<file path="src/hw/rtl/tshd_pkg.sv">
// shared types, codes and reset values for the sensor health debounce block
package tshd_pkg;

   // field widths
   localparam int unsigned StatusW = 3;
   localparam int unsigned TempW   = 12;
   localparam int unsigned CountW  = 8;
   localparam int unsigned TransW  = 2;
   localparam int unsigned HealthW = 2;
   localparam int unsigned CsrIdxW = 8;
   localparam int unsigned CsrDatW = 12;

   // read status codes
   localparam logic [StatusW-1:0] ST_OK       = 3'd0;
   localparam logic [StatusW-1:0] ST_NO_RESP  = 3'd1;
   localparam logic [StatusW-1:0] ST_POWER_ON = 3'd2;

   // transition codes
   localparam logic [TransW-1:0] TR_NONE      = 2'd0;
   localparam logic [TransW-1:0] TR_BECAME_OK = 2'd1;
   localparam logic [TransW-1:0] TR_RECOVERED = 2'd2;
   localparam logic [TransW-1:0] TR_FAULTED   = 2'd3;

   // health codes as seen on the result beat
   localparam logic [HealthW-1:0] HC_UNKNOWN = 2'd0;
   localparam logic [HealthW-1:0] HC_OK      = 2'd1;
   localparam logic [HealthW-1:0] HC_FAULT   = 2'd2;

   // register indexes
   localparam logic [CsrIdxW-1:0] REG_GOOD_NEEDED   = 8'd0;
   localparam logic [CsrIdxW-1:0] REG_BAD_NEEDED    = 8'd1;
   localparam logic [CsrIdxW-1:0] REG_POWER_ON_TEMP = 8'd2;
   localparam logic [CsrIdxW-1:0] REG_POWER_ON_JUMP = 8'd3;

   // register reset values
   localparam logic [CountW-1:0]       RST_GOOD_NEEDED   = 8'd3;
   localparam logic [CountW-1:0]       RST_BAD_NEEDED    = 8'd3;
   localparam logic signed [TempW-1:0] RST_POWER_ON_TEMP = 12'sd1360;
   localparam logic [TempW-1:0]        RST_POWER_ON_JUMP = 12'd80;

   localparam logic [CountW-1:0] RUN_MAX = '1;

   // health machine, one-hot
   typedef enum logic [2:0] {
      HS_UNKNOWN = 3'b001,
      HS_OK      = 3'b010,
      HS_FAULT   = 3'b100
   } health_type;

   typedef struct packed {
      logic [CountW-1:0]       good_needed;
      logic [CountW-1:0]       bad_needed;
      logic signed [TempW-1:0] power_on_temp;
      logic [TempW-1:0]        power_on_jump;
   } cfg_type;

   typedef struct packed {
      logic [TransW-1:0]       transition;
      logic [HealthW-1:0]      health;
      logic                    value_valid;
      logic signed [TempW-1:0] good_value;
      logic [StatusW-1:0]      last_error;
   } result_type;

   function automatic logic [HealthW-1:0] health_code(input health_type hs);
      logic [HealthW-1:0] code;
      case (hs)
         HS_UNKNOWN: code = HC_UNKNOWN;
         HS_OK:      code = HC_OK;
         HS_FAULT:   code = HC_FAULT;
         default:    code = HC_UNKNOWN;
      endcase
      return code;
   endfunction

endpackage

</file>
<file path="src/hw/rtl/tshd_intf.sv">
// handshake channel interfaces: sample input, result output, register writes
interface tshd_req_if import tshd_pkg::*; ();
   logic                    valid;
   logic                    ready;
   logic [StatusW-1:0]      read_status;
   logic signed [TempW-1:0] temperature;

   modport source (output valid, read_status, temperature, input ready);
   modport sink   (input valid, read_status, temperature, output ready);
endinterface

interface tshd_rsp_if import tshd_pkg::*; ();
   logic                    valid;
   logic                    ready;
   logic [TransW-1:0]       transition;
   logic [HealthW-1:0]      health;
   logic                    value_valid;
   logic signed [TempW-1:0] good_value;
   logic [StatusW-1:0]      last_error;

   modport source (output valid, transition, health, value_valid, good_value, last_error,
                   input ready);
   modport sink   (input valid, transition, health, value_valid, good_value, last_error,
                   output ready);
endinterface

interface tshd_csr_if import tshd_pkg::*; ();
   logic               valid;
   logic               ready;
   logic [CsrIdxW-1:0] index;
   logic [CsrDatW-1:0] data;

   modport source (output valid, index, data, input ready);
   modport sink   (input valid, index, data, output ready);
endinterface

</file>
<file path="src/hw/rtl/tshd_csr.sv">
// configuration register file, written one beat at a time
module tshd_csr import tshd_pkg::*; (
   input  logic           clock,
   input  logic           reset,
   tshd_csr_if.sink       csr_if,
   output cfg_type        cfg
);

   cfg_type cfg_ff, cfg_in;
   logic    wr_en;

   assign csr_if.ready = 1'b1;
   assign wr_en        = csr_if.valid && csr_if.ready;

   // decode the register index; other indexes are dropped
   always_comb begin
      cfg_in = cfg_ff;
      if (wr_en) begin
         case (csr_if.index)
            REG_GOOD_NEEDED:   cfg_in.good_needed   = csr_if.data[CountW-1:0];
            REG_BAD_NEEDED:    cfg_in.bad_needed    = csr_if.data[CountW-1:0];
            REG_POWER_ON_TEMP: cfg_in.power_on_temp = signed'(csr_if.data[TempW-1:0]);
            REG_POWER_ON_JUMP: cfg_in.power_on_jump = csr_if.data[TempW-1:0];
            default:           cfg_in = cfg_ff;
         endcase
      end
   end

   always_ff @(posedge clock) begin
      if (reset) begin
         cfg_ff.good_needed   <= RST_GOOD_NEEDED;
         cfg_ff.bad_needed    <= RST_BAD_NEEDED;
         cfg_ff.power_on_temp <= RST_POWER_ON_TEMP;
         cfg_ff.power_on_jump <= RST_POWER_ON_JUMP;
      end else begin
         cfg_ff <= cfg_in;
      end
   end

   assign cfg = cfg_ff;

endmodule

</file>
<file path="src/hw/rtl/tshd_core.sv">
// sample classification, run counters and health state machine
module tshd_core import tshd_pkg::*; (
   input  logic                    clock,
   input  logic                    reset,
   input  logic                    advance,
   input  logic [StatusW-1:0]      status,
   input  logic signed [TempW-1:0] temp,
   input  cfg_type                 cfg,
   output result_type              result
);

   health_type              health_ff, health_in;
   logic [CountW-1:0]       good_run_ff, good_run_in;
   logic [CountW-1:0]       bad_run_ff, bad_run_in;
   logic                    seen_good_ff, seen_good_in;
   logic signed [TempW-1:0] last_good_ff, last_good_in;
   logic                    prev_bad_ff, prev_bad_in;
   logic [StatusW-1:0]      last_bad_ff, last_bad_in;

   logic                    at_power_on;
   logic signed [TempW:0]   diff;
   logic [TempW:0]          jump_mag;
   logic                    too_far;
   logic                    is_good;
   logic [CountW-1:0]       good_inc, bad_inc;
   logic [TransW-1:0]       trans;

   // suspect power-on reading check
   always_comb begin
      at_power_on = (status == ST_OK) && (temp == cfg.power_on_temp);
      diff        = {temp[TempW-1], temp} - {last_good_ff[TempW-1], last_good_ff};
      jump_mag    = diff[TempW] ? unsigned'(-diff) : unsigned'(diff);
      too_far     = jump_mag > {1'b0, cfg.power_on_jump};
      is_good     = (status == ST_OK) &&
                    !(at_power_on && (!seen_good_ff || prev_bad_ff || too_far));
   end

   // saturating run increments
   assign good_inc = (good_run_ff == RUN_MAX) ? RUN_MAX : good_run_ff + CountW'(1);
   assign bad_inc  = (bad_run_ff == RUN_MAX) ? RUN_MAX : bad_run_ff + CountW'(1);

   // next state and transition
   always_comb begin
      health_in    = health_ff;
      good_run_in  = good_run_ff;
      bad_run_in   = bad_run_ff;
      seen_good_in = seen_good_ff;
      last_good_in = last_good_ff;
      prev_bad_in  = prev_bad_ff;
      last_bad_in  = last_bad_ff;
      trans        = TR_NONE;
      if (is_good) begin
         bad_run_in   = '0;
         good_run_in  = good_inc;
         prev_bad_in  = 1'b0;
         last_good_in = temp;
         seen_good_in = 1'b1;
         if (health_ff != HS_OK && good_inc >= cfg.good_needed) begin
            trans     = (health_ff == HS_UNKNOWN) ? TR_BECAME_OK : TR_RECOVERED;
            health_in = HS_OK;
         end
      end else begin
         good_run_in = '0;
         bad_run_in  = bad_inc;
         prev_bad_in = 1'b1;
         last_bad_in = (status == ST_OK) ? ST_POWER_ON : status;
         if (health_ff != HS_FAULT && bad_inc >= cfg.bad_needed) begin
            trans     = TR_FAULTED;
            health_in = HS_FAULT;
         end
      end
   end

   // result fields reflect the state after this sample
   always_comb begin
      result.transition  = trans;
      result.health      = health_code(health_in);
      result.value_valid = (health_in == HS_OK);
      result.good_value  = last_good_in;
      result.last_error  = last_bad_in;
   end

   // state update on each processed sample
   always_ff @(posedge clock) begin
      if (reset) begin
         health_ff    <= HS_UNKNOWN;
         good_run_ff  <= '0;
         bad_run_ff   <= '0;
         seen_good_ff <= 1'b0;
         last_good_ff <= '0;
         prev_bad_ff  <= 1'b1;
         last_bad_ff  <= ST_NO_RESP;
      end else if (advance) begin
         health_ff    <= health_in;
         good_run_ff  <= good_run_in;
         bad_run_ff   <= bad_run_in;
         seen_good_ff <= seen_good_in;
         last_good_ff <= last_good_in;
         prev_bad_ff  <= prev_bad_in;
         last_bad_ff  <= last_bad_in;
      end
   end

endmodule

</file>
<file path="src/hw/rtl/temp_sensor_health_debounce_unit.sv">
// top level of the temperature sensor health debounce block
//
//   channel   dir  beat carries                                          flow
//   req_if    in   read_status, temperature                              valid/ready
//   rsp_if    out  transition, health, value_valid, good_value,          valid/ready
//                  last_error
//   csr_if    in   index, data                                           valid/ready
//
// one sample per cycle sustained while rsp_if is ready; a sample goes from req_if
// through the input register and the classify and update logic into the result
// register. reset is synchronous and returns the valid flags, config registers
// and health machine to their power-up values. a stall on rsp_if holds the
// result, lets one more sample wait in the input register, then drops req ready.
module temp_sensor_health_debounce_unit import tshd_pkg::*; (
   input  logic      clock,
   input  logic      reset,
   tshd_req_if.sink   req_if,
   tshd_rsp_if.source rsp_if,
   tshd_csr_if.sink   csr_if
);

   cfg_type                 cfg;
   result_type              result;
   result_type              result_ff;
   logic                    in_vld_ff;
   logic [StatusW-1:0]      in_status_ff;
   logic signed [TempW-1:0] in_temp_ff;
   logic                    out_vld_ff;
   logic                    advance;
   logic                    req_beat;

   tshd_csr u_csr (
      .clock  (clock),
      .reset  (reset),
      .csr_if (csr_if),
      .cfg    (cfg)
   );

   // pipeline flow control
   assign advance      = in_vld_ff && (!out_vld_ff || rsp_if.ready);
   assign req_if.ready = !in_vld_ff || advance;
   assign req_beat     = req_if.valid && req_if.ready;

   // input register
   always_ff @(posedge clock) begin
      if (reset) begin
         in_vld_ff <= 1'b0;
      end else if (req_if.ready) begin
         in_vld_ff <= req_if.valid;
      end
   end

   always_ff @(posedge clock) begin
      if (req_beat) begin
         in_status_ff <= req_if.read_status;
         in_temp_ff   <= req_if.temperature;
      end
   end

   tshd_core u_core (
      .clock   (clock),
      .reset   (reset),
      .advance (advance),
      .status  (in_status_ff),
      .temp    (in_temp_ff),
      .cfg     (cfg),
      .result  (result)
   );

   // result register
   always_ff @(posedge clock) begin
      if (reset) begin
         out_vld_ff <= 1'b0;
      end else if (advance) begin
         out_vld_ff <= 1'b1;
      end else if (rsp_if.ready) begin
         out_vld_ff <= 1'b0;
      end
   end

   always_ff @(posedge clock) begin
      if (advance) begin
         result_ff <= result;
      end
   end

   assign rsp_if.valid       = out_vld_ff;
   assign rsp_if.transition  = result_ff.transition;
   assign rsp_if.health      = result_ff.health;
   assign rsp_if.value_valid = result_ff.value_valid;
   assign rsp_if.good_value  = result_ff.good_value;
   assign rsp_if.last_error  = result_ff.last_error;

endmodule
</file>
<file path="src/flat_wrapper.sv">
// flat-port wrapper written by rule: the top's interface ports become plain ports
module temp_sensor_health_debounce_unit_flat import tshd_pkg::*;
  (clock, reset, req_if_valid, req_if_read_status, req_if_temperature, req_if_ready, rsp_if_valid, rsp_if_transition, rsp_if_health, rsp_if_value_valid, rsp_if_good_value, rsp_if_last_error, rsp_if_ready, csr_if_valid, csr_if_index, csr_if_data, csr_if_ready);
  tshd_req_if req_if_i ();
  tshd_rsp_if rsp_if_i ();
  tshd_csr_if csr_if_i ();
  input  logic clock;
  input  logic reset;
  input wire logic [$bits(req_if_i.valid)-1:0] req_if_valid;
  input wire logic [$bits(req_if_i.read_status)-1:0] req_if_read_status;
  input wire logic [$bits(req_if_i.temperature)-1:0] req_if_temperature;
  output wire logic [$bits(req_if_i.ready)-1:0] req_if_ready;
  output wire logic [$bits(rsp_if_i.valid)-1:0] rsp_if_valid;
  output wire logic [$bits(rsp_if_i.transition)-1:0] rsp_if_transition;
  output wire logic [$bits(rsp_if_i.health)-1:0] rsp_if_health;
  output wire logic [$bits(rsp_if_i.value_valid)-1:0] rsp_if_value_valid;
  output wire logic [$bits(rsp_if_i.good_value)-1:0] rsp_if_good_value;
  output wire logic [$bits(rsp_if_i.last_error)-1:0] rsp_if_last_error;
  input wire logic [$bits(rsp_if_i.ready)-1:0] rsp_if_ready;
  input wire logic [$bits(csr_if_i.valid)-1:0] csr_if_valid;
  input wire logic [$bits(csr_if_i.index)-1:0] csr_if_index;
  input wire logic [$bits(csr_if_i.data)-1:0] csr_if_data;
  output wire logic [$bits(csr_if_i.ready)-1:0] csr_if_ready;
  assign req_if_i.valid = req_if_valid;
  assign req_if_i.read_status = req_if_read_status;
  assign req_if_i.temperature = req_if_temperature;
  assign req_if_ready = req_if_i.ready;
  assign rsp_if_valid = rsp_if_i.valid;
  assign rsp_if_transition = rsp_if_i.transition;
  assign rsp_if_health = rsp_if_i.health;
  assign rsp_if_value_valid = rsp_if_i.value_valid;
  assign rsp_if_good_value = rsp_if_i.good_value;
  assign rsp_if_last_error = rsp_if_i.last_error;
  assign rsp_if_i.ready = rsp_if_ready;
  assign csr_if_i.valid = csr_if_valid;
  assign csr_if_i.index = csr_if_index;
  assign csr_if_i.data = csr_if_data;
  assign csr_if_ready = csr_if_i.ready;
  temp_sensor_health_debounce_unit u_core (.clock(clock), .reset(reset), .req_if(req_if_i), .rsp_if(rsp_if_i), .csr_if(csr_if_i));
endmodule
</file>
<file path="config.mk">
export PLATFORM = sky130hd
export DESIGN_NAME = temp_sensor_health_debounce_unit_flat
export DESIGN_NICKNAME = d
export VERILOG_FILES = /design/src/hw/rtl/tshd_pkg.sv /design/src/hw/rtl/tshd_intf.sv /design/src/hw/rtl/tshd_csr.sv /design/src/hw/rtl/tshd_core.sv /design/src/hw/rtl/temp_sensor_health_debounce_unit.sv /design/src/flat_wrapper.sv
export SDC_FILE = /design/constraint.sdc
export NUM_CORES = 1
export LEC_CHECK = 0
export BUFFER_PORTS_ARGS = -buffer_cell sky130_fd_sc_hd__buf_2
export CAP_MARGIN = 20
export CORE_UTILIZATION = 60
export CTS_CLUSTER_DIAMETER = 120
export DETAILED_ROUTE_END_ITERATION = 16
export PLACE_DENSITY = 0.81
export SETUP_SLACK_MARGIN = 0.4
export SLEW_MARGIN = 20
export SYNTH_ARGS = -nofsm -noshare
export SYNTH_HDL_FRONTEND = slang
export SYNTH_HIERARCHICAL = 1
export SYNTH_SLANG_ARGS = --single-unit
export TNS_END_PERCENT = 1
</file>
<file path="constraint.sdc">
create_clock -name clock -period 6.89 [get_ports clock]
set_input_delay 2.067 -clock clock [delete_from_list [all_inputs] [get_ports clock]]
set_output_delay 2.067 -clock clock [all_outputs]
set_load 0.02 [all_outputs]
</file>
==> results.toml <==
[global_routing]
first_global_vias = 5635
grt_use_total_pct = 30.4
grt_overflow_total = 0
grt_pass1_wl_um = 27000
antenna_found_initial = 0
grt_max_degree = 99

[worst_setup_path]
critPathLaunchType = "register"
worstRegToRegCells = 20
cp_num_buf_inv = 2
r2r-end = "u_core/rsp_if.good_value[0]"
path_max_fanout = 32
cpMaxStageDelayCell = "nor4_1"
critPathRequiredTime_ps = 7160
critPathCaptureType = "register"
cpPeakStageDelay_ps = 570
r2r_slack_ps = 810
worstPathCellList = "inv_1 > ha_1 > fa_1 > nor2b_1 > o2111ai_1 > and3b_1 > xnor2_1 > nor4_1 > a31oi_1 > xor2_1 > ha_1 > nand4_1 > or4_1 > o21ai_0 > nand3b_1 > o311a_1 > or4_1 > buf_4 > nor2_4 > mux2_1"
cp_top_family = "simple AND/OR/NAND/NOR gates"
worstSetupPathType = "reg2reg"
worstReg2RegStart = "u_core/in_temp_ff[0]"
cp.arrival_ps = 6350

[clock_network]
ctsHtreeMaxLevel = 4
cts_setup_buffers = 0
ctsResizeCount = 0
numCtsBuffers = 17
holdBufCountCts = 0
cts_tree = "built"
clock_sinks = 113
cts.path.max_buffers = 2
clkTransAtPathRegs_ps = 60
worstSkewPairLatency_ps = 530
cts_root_buf = "clkbuf_8"

[route]
top_layer_used = "met4"
wl_um = 16700
wl_met1_um = 6940
drtIter0Drc = 438
via_per_inst = 6.16
first_pass_iters = 5
wl_per_cell_um = 18.0
met3_length_um = 909
antenna_left = 0
routed-via-count = 5723
wl_met2_um = 8360
route.detailed.drc = 0

[sta]
tns_ps = 0
worst_pin_slew_ps = 860
hold_viol = 0
clock_skew_ps = 7.13
whs_ps = 475
relSlewSlack_pct = 42.6
period_share_pct = 88.2
slew_violations = 0
finalSetupViolCount = 0
fmax_mhz = 165
rsz0062_at_grt = "false"
timing.final.crit_period_ps = 6080

[synthesis]
synth_edf_count = 35
async_flop_share_pct = 0
ys_seq_area_share_pct = 38.8
syn_inst = 729
avgSynthCellArea_um2 = 9.24
yosysWarnings = 6
yosysUniqueCellTypes = 77
syn-num-nets = 813
syn_area_um2 = 6730
ys.flop_type = "dfxtp_1"
ys_ff_latch = 113

[hold_path]
min_to = "u_core/u_core/last_good_ff[8]"
hold_depth = 2
hold_path_class = "reg2reg"
hold_start = "u_core/u_core/last_good_ff[8]"

[floorplanning]
die_x_um = 108
core_region_area_um2 = 10900
io_pins = 63
start_util_pct = 61.8
die-area_um2 = 11600
die_h_um = 108
rows = 38

[pwr]
power_mw = 1.81
power_density_nw_per_um2 = 236
leakagePower_nw = 3.13
peakVddDrop_mv = 0.236

[cells_and_area]
final_util_pct = 70.6
mostFrequentLayoutCell = "dfxtp_1"
diodes = 0
layout-drive-gt1-share_pct = 14.8
area_growth_pct = 14.1
layout_common_cells = "dfxtp_1 (78), buf_2 (61), a21oi_1 (54)"
fill_cells = 799
final_nets = 860
ff_latch_area_um2 = 2610
multi_input_area_um2 = 3750

[place]
gp_congestion = 0.923
dpl.hpwl_um = 11600
io_buffers = 61

[flow_run]
maxCapViolations = 0

[run_status]
status = "finished clean"
==> through the flow <==
stage / cells / worst slack (ps) / area [µm²]
after floorplan: 729 / 1900 / 6730
after global placement: 897 / 1120 / 7070
after detailed placement: 897 / 741 / 7070
after CTS: 929 / 689 / 7680
after global routing: 929 / 578 / 7680
final: 929 / 814 / 7680
==> per-layer routing <==
metal | GRT usage (%) | up-vias
li1 | - | 2738
met1 | 35.9 | 2720
met3 | 5.85 | 43
met4 | 13.6 | 0
met5 | 0 | -
met2 | 53.5 | 222
==> how the worst max path moves through the flow <==
stage	from	end	slack (ps)	cells past startpoint
3_3_place_gp	u_core/in_temp_ff[0]	u_core/rsp_if.good_value[0]	1120	20
3_5_place_dp	u_core/in_temp_ff[0]	u_core/rsp_if.good_value[0]	740	20
5_1_grt	u_core/in_temp_ff[0]	u_core/rsp_if.good_value[0]	580	20
4_1_cts	u_core/in_temp_ff[0]	u_core/rsp_if.good_value[0]	690	20
2_1_floorplan	u_core/in_temp_ff[0]	u_core/rsp_if.transition[0]	1900	22
6_report	u_core/in_temp_ff[0]	u_core/rsp_if.good_value[0]	810	20
==> flip-flops by register name, indices dropped and copies added (netlist names), 2 cells and up <==
| signal | cells |
|---|---|
| u_core/rsp_if.good_value | 12 |
| u_core/u_core/good_run_ff | 8 |
| u_core/u_core/health_ff | 3 |
| u_core/u_core/last_good_ff | 12 |
| u_core/u_core/bad_run_ff | 8 |
| u_core/u_core/last_bad_ff | 3 |
| u_core/in_status_ff | 3 |
| u_core/rsp_if.health | 2 |
| u_core/rsp_if.last_error | 3 |
| u_core/in_temp_ff | 12 |
| u_core/rsp_if.transition | 2 |
| u_core/u_csr/cfg | 40 |
==> cell usage after synthesis, drive strengths merged, types with 3 or more instances <==
cell type,count,area [µm²]
dfxtp,78,1560
a21oi,55,279
nand2b,51,319
inv,47,176
nor2,46,175
ha,43,538
mux2i,40,400
edfxtp,35,1050
nand2,33,124
xnor2,31,272
clkbuf,25,93.8
nand3,25,130
o21ai,25,125
nand4,22,144
buf,15,110
o31ai,15,118
nor3,13,70.1
a21o,10,75.1
o211ai,10,75.1
nor2b,9,56.3
a31oi,8,50.1
and2,7,47.6
nor4,6,43.8
a211oi,5,37.5
o21a,5,37.5
or4,5,37.5
xor2,5,43.8
a32oi,4,35.0
and3b,4,35.0
nand3b,4,42.5
or2,4,25.0
or3,4,25.0
nor3b,3,27.5
==> final cells by class <==
class	instances	area share, %
clock buffer	23	6.78
clock inverter	9	1.12
inverter	48	2.35
multi-input combinational	528	48.8
sequential	113	34.0
tap	140	2.28
timing repair buffer	68	4.66
==> report_power, final <==
| group | internal (mW) | switching, mW |
|---|---|---|
| combinational | 0.0845 | 0.126 |
| sequential | 0.704 | 0.0155 |
| clock | 0.564 | 0.316 |
==> tightest hold or removal path: stages (launching register included) <==
cell and delay [ps]:
dfxtp_1 310, o31ai_1 60, a21oi_1 60
==> cell families after synthesis <==
kind of cell	synth area share (%)
AND/OR/NAND/NOR	20.6
multiplexers	6.11
buffers and inverters	5.71
other	0.0557
flip-flops	38.8
AO/OA/AOI/OAI	15.7
XOR/XNOR	4.68
adder cells (fa/ha/maj)	8.29
No activity file was read; power rests on OpenSTA's default activity.
